$ cat config.mk
export PLATFORM = sky130hd
export DESIGN_NAME = binary_to_decimal_text_unit_flat
export DESIGN_NICKNAME = d
export VERILOG_FILES = /design/src/rtl/b2dt_pkg.sv /design/src/rtl/b2dt_if.sv /design/src/rtl/b2dt_dabble_stage.sv /design/src/rtl/b2dt_serializer.sv /design/src/rtl/binary_to_decimal_text_unit.sv /design/src/flat_wrapper.sv
export SDC_FILE = /design/constraint.sdc
export NUM_CORES = 1
export LEC_CHECK = 0
export BUFFER_PORTS_ARGS = -buffer_cell sky130_fd_sc_hd__clkbuf_2
export CORE_AREA = 2 2 286 501
export CTS_CLUSTER_SIZE = 10
export DETAILED_ROUTE_END_ITERATION = 8
export DIE_AREA = 0 0 288 503
export GPL_ROUTABILITY_DRIVEN = 0
export PLACE_DENSITY_LB_ADDON = 0.1
export SETUP_SLACK_MARGIN = 0.05
export SKIP_LAST_GASP = 1
export SLEW_MARGIN = 20
export SYNTH_ARGS = -nofsm -noshare
export SYNTH_HDL_FRONTEND = slang
export SYNTH_HIERARCHICAL = 1
export SYNTH_SLANG_ARGS = --single-unit
$ cat constraint.sdc
create_clock -name clk -period 4.75 [get_ports clk]
set_input_delay 0.475 -clock clk [delete_from_list [all_inputs] [get_ports clk]]
set_output_delay 0.475 -clock clk [all_outputs]
set_load 0.02 [all_outputs]
$ cat src/rtl/b2dt_pkg.sv
// Shared types and constants of the binary to decimal text unit.
package b2dt_pkg;

  localparam int DataW     = 32;
  localparam int DigitN    = 10;
  localparam int CharW     = 6;
  localparam int StageBits = 4;
  localparam int StageN    = DataW / StageBits;
  localparam int IdxW      = $clog2(DigitN);

  localparam logic [CharW-1:0] AsciiZero  = 6'd48;
  localparam logic [CharW-1:0] AsciiMinus = 6'd45;

  typedef struct packed {
    logic                    neg;
    logic [DataW-1:0]        bin;
    logic [DigitN-1:0][3:0]  bcd;
  } b2dt_work_t;

endpackage

$ cat src/rtl/b2dt_if.sv
// Stream interfaces: number in, text characters out.
interface b2dt_in_if;
  import b2dt_pkg::*;
  logic             valid;
  logic             ready;
  logic [DataW-1:0] value;
  logic             signed_mode;
  modport source (output valid, value, signed_mode, input ready);
  modport sink   (input valid, value, signed_mode, output ready);
endinterface

interface b2dt_out_if;
  import b2dt_pkg::*;
  logic             valid;
  logic             ready;
  logic [CharW-1:0] text_char;
  logic             last;
  modport source (output valid, text_char, last, input ready);
  modport sink   (input valid, text_char, last, output ready);
endinterface

$ cat src/rtl/b2dt_dabble_stage.sv
// One pipeline stage of shift-and-add-3 binary to BCD conversion.
module b2dt_dabble_stage (
  input  logic                clk,
  input  logic                rst,
  input  logic                in_valid,
  output logic                in_ready,
  input  b2dt_pkg::b2dt_work_t in_data,
  output logic                out_valid,
  input  logic                out_ready,
  output b2dt_pkg::b2dt_work_t out_data
);
  import b2dt_pkg::*;

  b2dt_work_t w;

  always_comb begin
    w = in_data;
    for (int it = 0; it < StageBits; it++) begin
      for (int d = 0; d < DigitN; d++) begin
        if (w.bcd[d] >= 4'd5) begin
          w.bcd[d] = w.bcd[d] + 4'd3;
        end
      end
      {w.bcd, w.bin} = {w.bcd, w.bin} << 1;
    end
  end

  assign in_ready = !out_valid || out_ready;

  always_ff @(posedge clk) begin
    if (rst) begin
      out_valid <= 1'b0;
    end else if (in_ready) begin
      out_valid <= in_valid;
    end
  end

  always_ff @(posedge clk) begin
    if (in_ready && in_valid) begin
      out_data <= w;
    end
  end

endmodule

$ cat src/rtl/b2dt_serializer.sv
// Emits sign and BCD digits one character per word, most significant first.
module b2dt_serializer (
  input  logic                        clk,
  input  logic                        rst,
  input  logic                        in_valid,
  output logic                        in_ready,
  input  b2dt_pkg::b2dt_work_t        in_data,
  output logic                        out_valid,
  input  logic                        out_ready,
  output logic [b2dt_pkg::CharW-1:0]  text_char,
  output logic                        last
);
  import b2dt_pkg::*;

  logic                   busy;
  logic                   minus;
  logic [IdxW-1:0]        idx;
  logic [DigitN-1:0][3:0] bcd;
  logic [IdxW-1:0]        top_idx;
  logic                   fire;

  // index of the leading nonzero digit, zero for the value zero
  always_comb begin
    top_idx = '0;
    for (int d = 0; d < DigitN; d++) begin
      if (in_data.bcd[d] != 4'd0) begin
        top_idx = IdxW'(d);
      end
    end
  end

  assign out_valid = busy;
  assign text_char = minus ? AsciiMinus : AsciiZero + {2'b00, bcd[idx]};
  assign last      = !minus && (idx == '0);
  assign fire      = out_valid && out_ready;
  assign in_ready  = !busy || (fire && last);

  always_ff @(posedge clk) begin
    if (rst) begin
      busy <= 1'b0;
    end else if (in_ready) begin
      busy <= in_valid;
    end
  end

  always_ff @(posedge clk) begin
    if (in_ready && in_valid) begin
      bcd   <= in_data.bcd;
      minus <= in_data.neg;
      idx   <= top_idx;
    end else if (fire) begin
      if (minus) begin
        minus <= 1'b0;
      end else if (idx != '0) begin
        idx <= idx - 1'b1;
      end
    end
  end

endmodule

$ cat src/rtl/binary_to_decimal_text_unit.sv
// Top level: 32-bit binary to ASCII decimal text converter.
//
// The number channel takes one word per number: value and signed_mode
// (0 unsigned, 1 two's complement). The text channel returns the decimal
// text one character per word, '-' first for a negative signed value,
// then the digits most significant first with no leading zeros; last
// marks the final character. Zero gives a single '0'.
// A word passes an input register (sign and magnitude), eight
// shift-and-add-3 stages of four bits each, and a character serializer.
// The serializer sends one character per cycle while the receiver is
// ready, so a number takes 1 to 11 characters of the text channel, set
// by its sign and digit count; while it sends, up to nine further
// numbers wait in the pipeline.
// When the receiver stalls, the character on the text channel holds and
// the pipeline fills, then the number channel drops ready; nothing is
// lost or repeated. Synchronous reset empties the pipeline and the
// serializer; no character is pending after reset.
module binary_to_decimal_text_unit (
  input  logic        clk,
  input  logic        rst,
  b2dt_in_if.sink     number,
  b2dt_out_if.source  text
);
  import b2dt_pkg::*;

  logic       front_valid;
  b2dt_work_t front_data;
  logic       front_ready;

  logic       stg_valid [StageN+1];
  logic       stg_ready [StageN+1];
  b2dt_work_t stg_data  [StageN+1];

  logic neg_in;
  assign neg_in = number.signed_mode && number.value[DataW-1];

  assign front_ready  = !front_valid || stg_ready[0];
  assign number.ready = front_ready;

  always_ff @(posedge clk) begin
    if (rst) begin
      front_valid <= 1'b0;
    end else if (front_ready) begin
      front_valid <= number.valid;
    end
  end

  always_ff @(posedge clk) begin
    if (front_ready && number.valid) begin
      front_data.neg <= neg_in;
      front_data.bin <= neg_in ? DataW'(32'd0 - number.value) : number.value;
      front_data.bcd <= '0;
    end
  end

  assign stg_valid[0] = front_valid;
  assign stg_data[0]  = front_data;

  for (genvar s = 0; s < StageN; s++) begin : g_stage
    b2dt_dabble_stage u_stage (
      .clk       (clk),
      .rst       (rst),
      .in_valid  (stg_valid[s]),
      .in_ready  (stg_ready[s]),
      .in_data   (stg_data[s]),
      .out_valid (stg_valid[s+1]),
      .out_ready (stg_ready[s+1]),
      .out_data  (stg_data[s+1])
    );
  end

  b2dt_serializer u_ser (
    .clk       (clk),
    .rst       (rst),
    .in_valid  (stg_valid[StageN]),
    .in_ready  (stg_ready[StageN]),
    .in_data   (stg_data[StageN]),
    .out_valid (text.valid),
    .out_ready (text.ready),
    .text_char (text.text_char),
    .last      (text.last)
  );

  a_char_range: assert property (@(posedge clk) disable iff (rst)
    text.valid |-> (text.text_char == AsciiMinus) ||
                   ((text.text_char >= AsciiZero) && (text.text_char <= AsciiZero + 6'd9)))
    else $error("text character out of range");

  a_minus_not_last: assert property (@(posedge clk) disable iff (rst)
    text.valid && (text.text_char == AsciiMinus) |-> !text.last)
    else $error("minus sign flagged as last");

  a_no_lead_zero: assert property (@(posedge clk) disable iff (rst)
    $past(text.valid && text.ready && (text.text_char == AsciiMinus)) && text.valid
    |-> (text.text_char != AsciiZero))
    else $error("leading zero after minus sign");

  a_unsigned_no_sign: assert property (@(posedge clk) disable iff (rst)
    !front_data.neg && front_valid |-> front_data.bcd == '0)
    else $error("front stage digits not cleared");

endmodule

$ cat src/flat_wrapper.sv
// flat-port wrapper written by rule: the top's interface ports become plain ports
module binary_to_decimal_text_unit_flat import b2dt_pkg::*;
  (clk, rst, number_valid, number_value, number_signed_mode, number_ready, text_valid, text_text_char, text_last, text_ready);
  b2dt_in_if number_i ();
  b2dt_out_if text_i ();
  input  logic clk;
  input  logic rst;
  input wire logic [$bits(number_i.valid)-1:0] number_valid;
  input wire logic [$bits(number_i.value)-1:0] number_value;
  input wire logic [$bits(number_i.signed_mode)-1:0] number_signed_mode;
  output wire logic [$bits(number_i.ready)-1:0] number_ready;
  output wire logic [$bits(text_i.valid)-1:0] text_valid;
  output wire logic [$bits(text_i.text_char)-1:0] text_text_char;
  output wire logic [$bits(text_i.last)-1:0] text_last;
  input wire logic [$bits(text_i.ready)-1:0] text_ready;
  assign number_i.valid = number_valid;
  assign number_i.value = number_value;
  assign number_i.signed_mode = number_signed_mode;
  assign number_ready = number_i.ready;
  assign text_valid = text_i.valid;
  assign text_text_char = text_i.text_char;
  assign text_last = text_i.last;
  assign text_i.ready = text_ready;
  binary_to_decimal_text_unit u_core (.clk(clk), .rst(rst), .number(number_i), .text(text_i));
endmodule
==> impl_metrics.ini, run 1 <==
[die]
die_h_um = 503
row_count = 183
fp.dieW_um = 288
initial_core_util_pct = 42.10
die-area_um2 = 144900
core_area_um2 = 141000
ios = 46

[clocking]
cts_tree = built
clk_latency_ps = 690
ctsHoldBuffers = 0
cts_root_buf = clkbuf_16
cts_buffer_depth = 3
clk_pin_slew_ps = 60
clock-sinks = 528
h-tree-depth = 3
numCtsBuffers = 67

[routing]
vias = 55930
via_per_inst = 5.991
wl_per_cell_um = 15.48
drc = 0
drt_iter0_markers = 2834
ant_nets = 0
drt_wl_total_um = 144500
dr.pass1.iters = 8

[synth]
syn-mean-instance-area_um2 = 7.983
synth_cells = 7439
synth.cell_area_um2 = 59390
yosysWarnings = 6

[setup_path]
rrSetupSlack_ps = 340
critPathLaunchType = register
end_kind = register
critPathKind = register to register
r2r_start = u_core/g_stage[4].u_stage/out_data[20]$_DFFE_PP_
r2r_cells = 15
path_max_fanout = 14
critPathRequiredTime_ps = 5220
reg2reg_to = u_core/g_stage[5].u_stage/out_data[28]$_DFFE_PP_
cp.arrival_ps = 4880

[placed_design]
dp_hpwl_um = 110300
dp_cells = 9231
dpl-instance-area_um2 = 61840
io_buffers = 44

[final_layout]
fin_nets = 7748
post-route-util_pct = 45.33
area_growth_pct = 7.659
fin_area_um2 = 63930
drive_gt1_share_pct = 8.029
instances_no_fill = 9336

[sta]
hold_viol = 0
fin_tns_setup_ps = 0
slew_viol_final = 0
tightest_slew_ps = 960.5
fmax_mhz = 226.9
finalCritPeriodShare_pct = 92.78
min_period_ps = 4407
slew_headroom_pct = 35.81
clock_skew_ps = 51.98
setup_viol = 0
grt_setup_unrepaired = no

[global_routing]
grt_use_total_pct = 19.34
grt_max_degree = 66
grt_pass1_wl_um = 244800
grt_pass1_vias = 52970
antenna_found_initial = 1
overflow = 0

[min_path]
hold_depth = 1
holdPathEnd = u_core/front_data[40]$_DFFE_PP_
hold_start = number_value[0]
hold_path_class = primary input to register

[power]
ir_worst_vdd_v = 0.0002460
p_leak_nw = 23.48
p_per_area_nw_per_um2 = 339.1

[outcome]
status = complete, no violations

[job]
cap_violations = 0
[layout by cell type (no fill, tap or decap), types with 169 or more instances in the layout]
cell type / n
a21oi_1: 640
ha_1: 259
nand3_1: 253
nand2b_1: 169
inv_1: 294
edfxtp_1: 518
o21ai_0: 420
nor3_1: 295
o21ai_1: 207
nor2_1: 622
nand2_1: 642
[how the worst max path moves through the flow]
stage	cells after the start	slack, ps	end	startpoint
after floorplan	16	270	u_core/g_stage[0].u_stage/out_data[0]$_DFFE_PP_	u_core/u_ser/idx[0]$_DFFE_PP_
after global placement	15	490	u_core/g_stage[2].u_stage/out_data[28]$_DFFE_PP_	u_core/g_stage[1].u_stage/out_data[20]$_DFFE_PP_
after detailed placement	15	420	u_core/g_stage[3].u_stage/out_data[26]$_DFFE_PP_	u_core/g_stage[2].u_stage/out_data[20]$_DFFE_PP_
after CTS	15	110	number_ready	u_core/u_ser/idx[1]$_DFFE_PP_
after global routing	15	70	u_core/g_stage[1].u_stage/out_data[28]$_DFFE_PP_	u_core/g_stage[0].u_stage/out_data[20]$_DFFE_PP_
final	15	340	u_core/g_stage[5].u_stage/out_data[28]$_DFFE_PP_	u_core/g_stage[4].u_stage/out_data[20]$_DFFE_PP_
[worst max-delay path, stage by stage, from the launching register on]
cell	delay (ps)
edfxtp_1	470
ha_1	250
nand2b_1	160
a21oi_1	270
mux2_2	490
or3_1	380
nand2_1	240
inv_1	190
ha_1	300
maj3_1	370
a222oi_1	320
buf_4	230
nor2_1	50
a21oi_1	150
o22ai_1	100
a221oi_2	270
[stage by stage]
step,hold WS [ps],power [mW],worst slack (ps)
2_1_floorplan,400.3,14.66,269.4
3_3_place_gp,402.5,16.33,493.9
3_5_place_dp,404.5,16.49,419.8
4_1_cts,17.70,21.58,108.5
5_1_grt,51.55,23.35,71.41
6_report,71.52,21.68,343.0
[layer usage]
layer	track usage, %	share of wire (%)	up-vias
li1	-	-	28410
met3	1.798	2.4	279
met5	0	0	-
met4	6.896	3.0	0
met1	19.22	38	26370
met2	40.31	57	873
[what timing repair did]
item                       4_1_cts  5_1_grt
buffers inserted                 0        2
setup endpoints to repair        0        7
resized for setup                0        5
[area by class of cell]
type / instances / area (um^2)
diodes: 1 / 2.502
clock buffers: 80 / 1745
clock inverters: 22 / 306.5
fillers: 14270 / 77110
inverters: 342 / 1284
multi-input cells: 6354 / 41400
flip-flops and latches: 528 / 15760
well taps: 1850 / 2315
repair buffers: 159 / 1121
[registers in the layout (all words and copies together) (netlist names)]
register                          flops
u_core/front_data                    33
u_core/front_valid                    1
u_core/g_stage.u_stage/out_data     440
u_core/g_stage.u_stage/out_valid      8
u_core/u_ser/bcd                     40
u_core/u_ser/idx                      4
u_core/u_ser/minus                    1
u_core/u_ser/out_valid                1
[power by group]
group	switching [mW]	internal, mW
Sequential	0.207	5.71
Combinational	6.55	4.31
Clock	2.16	2.75
Total	8.91	12.8
Power figures use the tool's default switching activity.
==> run 2: changes to the inputs <==
Settings changed: ABC_AREA from default to 1, CAP_MARGIN from default to 20, CORE_AREA 2 2 286 501 to 2 2 338 591, DIE_AREA 0 0 288 503 to 0 0 340 593.
==> impl_metrics.ini, run 2 <==
[setup_path]
reg2reg_to = u_core/front_data[56]$_DFFE_PP_
path_max_fanout = 5
r2r_cells = 25
rrSetupSlack_ps = 1030
crit_top_cell = inv_1
critPathKind = register to output port
cpPeakStageDelay_ps = 420
critPathLaunchType = register
end_kind = output port
r2r_start = u_core/u_ser/idx[1]$_DFFE_PP_
critPathLaunch = u_core/u_ser/idx[1]$_DFFE_PP_
cp.arrival_ps = 3820
worst_path_max_delay_cell = edfxtp_1
critPathRequiredTime_ps = 4280

[final_layout]
instances_no_fill = 10230
regMostFlops = u_core/g_stage.u_stage/out_data
register_area_um2 = 15760
num-fill-cells = 21580
largest_reg_flops = 440
drive_gt1_share_pct = 15.89
mostFrequentLayoutCells = 2646 x nand2_1, 1242 x inv_1, 668 x nand3_1, 518 x edfxtp_1, 382 x nand2_2
layout_commonest_cell = nand2_1
fin_nets = 7864
reg_top3 = u_core/g_stage.u_stage/out_data (440), u_core/u_ser/bcd (40), u_core/front_data (33)
area_growth_pct = 12.18
multi_input_area_um2 = 30740

[sta]
slew_headroom_pct = 48.23
fmax_mhz = 232.6
hold_viol = 0
grt_setup_unrepaired = no
tightest_slew_ps = 776.5
slew_viol_final = 0
fin_tns_setup_ps = 0
setup_slack_ps = 450.9
finalCritPeriodShare_pct = 90.51
holdWs_ps = 106.5
setup_viol = 0
clock_skew_ps = 30.04
min_period_ps = 4299

[power]
swShare_pct = 48.19
p_comb_share_pct = 62.2
p_per_area_nw_per_um2 = 544.9
internal_power_mw = 16.20
clkPwrFrac_pct = 15.8
switchingPower_mw = 15.07
seqPwrFrac_pct = 22.0
ir_worst_vdd_v = 0.0002787
power_mw = 31.27
p_leak_nw = 29.93

[outcome]
status = complete, no violations

[clocking]
h-tree-depth = 3
cts_tree = built
cts_root_buf = clkbuf_16
clk_pin_slew_ps = 60
cts_resized = 0
clk_latency_ps = 680
numCtsBuffers = 67
cts_buffer_depth = 3
clock-sinks = 528

[synth]
yosysWarnings = 6
syn-mean-instance-area_um2 = 6.973
synth_cells = 7337
synth.cell_area_um2 = 51160

[placed_design]
dp_cells = 10110
dp_hpwl_um = 89970
dp_worst_setup_slack_ps = 856.9
io_buffers = 44

[routing]
via_per_inst = 4.210
drc = 0
drt_wl_total_um = 106900
drt_iter0_markers = 979
dr.pass1.iters = 5
ant_nets = 0
wl_per_cell_um = 10.45
vias = 43070

[die]
core_area_um2 = 197000
die_h_um = 593
initial_core_util_pct = 25.97
ios = 46
row_count = 216
fp.dieW_um = 340
die-area_um2 = 201600

[global_routing]
grt_pass1_wl_um = 185700
grt_max_degree = 70
antenna_found_initial = 1
grt_use_total_pct = 10.80
overflow = 0
grt_pass1_vias = 42420

[min_path]
hold_path_class = primary input to register
hold_start = number_signed_mode
hold_depth = 2
holdPathEnd = u_core/front_data[71]$_DFFE_PP_

[job]
cap_violations = 0
[run 2: cell types whose count changed in the layout (fill, tap and decap cells not counted), sizes merged, moves of 169 or more]
| cell | previous run | this run |
|---|---|---|
| nand2 | 643 | 3125 |
| inv | 328 | 1358 |
| nand3 | 254 | 908 |
| a21oi | 680 | 104 |
| nor2 | 622 | 234 |
| nor3 | 304 | 1 |
| o21ai | 636 | 387 |
| nand2b | 169 | 0 |
[run 2: power by group through the flow]
stage	logic [mW]	clock network, mW	registers [mW]
2_1_floorplan	16.6	0	6.92
3_3_place_gp	19.3	0	6.97
3_5_place_dp	19.6	0	6.97
4_1_cts	19.7	5.27	6.88
5_1_grt	22.9	5.36	6.92
6_report	19.4	4.95	6.87
[run 2: worst max-delay path by stage]
stage                                                      end  slack [ps]  cells past startpoint
4_1_cts                                           number_ready         130                     25
3_5_place_dp                   u_core/front_data[54]$_DFFE_PP_         860                     25
5_1_grt                                           number_ready          70                     25
2_1_floorplan  u_core/g_stage[4].u_stage/out_data[0]$_DFFE_PP_          60                     15
6_report                                          number_ready         450                     25
3_3_place_gp                   u_core/front_data[57]$_DFFE_PP_         750                     25
[run 2: worst max-delay path, delay by kind of cell, from the launching register on]
family	cells	cell delay (ps)
buffers and inverters	11	1400
and+or+nand+nor	12	1050
DFF	1	420
adders and majority gates	1	190
AOI/OAI and AO/OA	1	80
[run 2: what timing repair did]
item                                    in CTS  in global routing
endpoints found under the setup margin       0                  1
buffers inserted                             0                  2
hold endpoints to repair                     1                  0
hold buffers                                 1                  0
[run 2: area by class of cell]
class	count	area share [%]
multi-input cells	5545	53.57
flip-flops and latches	528	27.45
inverters	1366	8.945
well taps	2616	5.703
clock buffers	94	3.150
repair buffers	60	0.7064
clock inverters	21	0.4731
diodes	1	0.004360
[run 2: metal layers]
metal | wire, um | share of wire (%) | vias to the layer above | track usage (%)
met5 | 0 | 0 | - | 0
li1 | - | - | 23710 | -
met2 | 64230 | 60 | 204 | 24.02
met3 | 2175 | 2.0 | 127 | 1.241
met1 | 37660 | 35 | 19030 | 9.481
met4 | 2840 | 2.7 | 0 | 3.714
[run 2: metrics by stage]
stage / area, um^2 / utilization [%]
after floorplan: 51590 / -
after global placement: 55280 / 28.06
after detailed placement: 55280 / 28.06
after CTS: 57370 / 29.12
after global routing: 57390 / 29.13
final: 57390 / 29.13
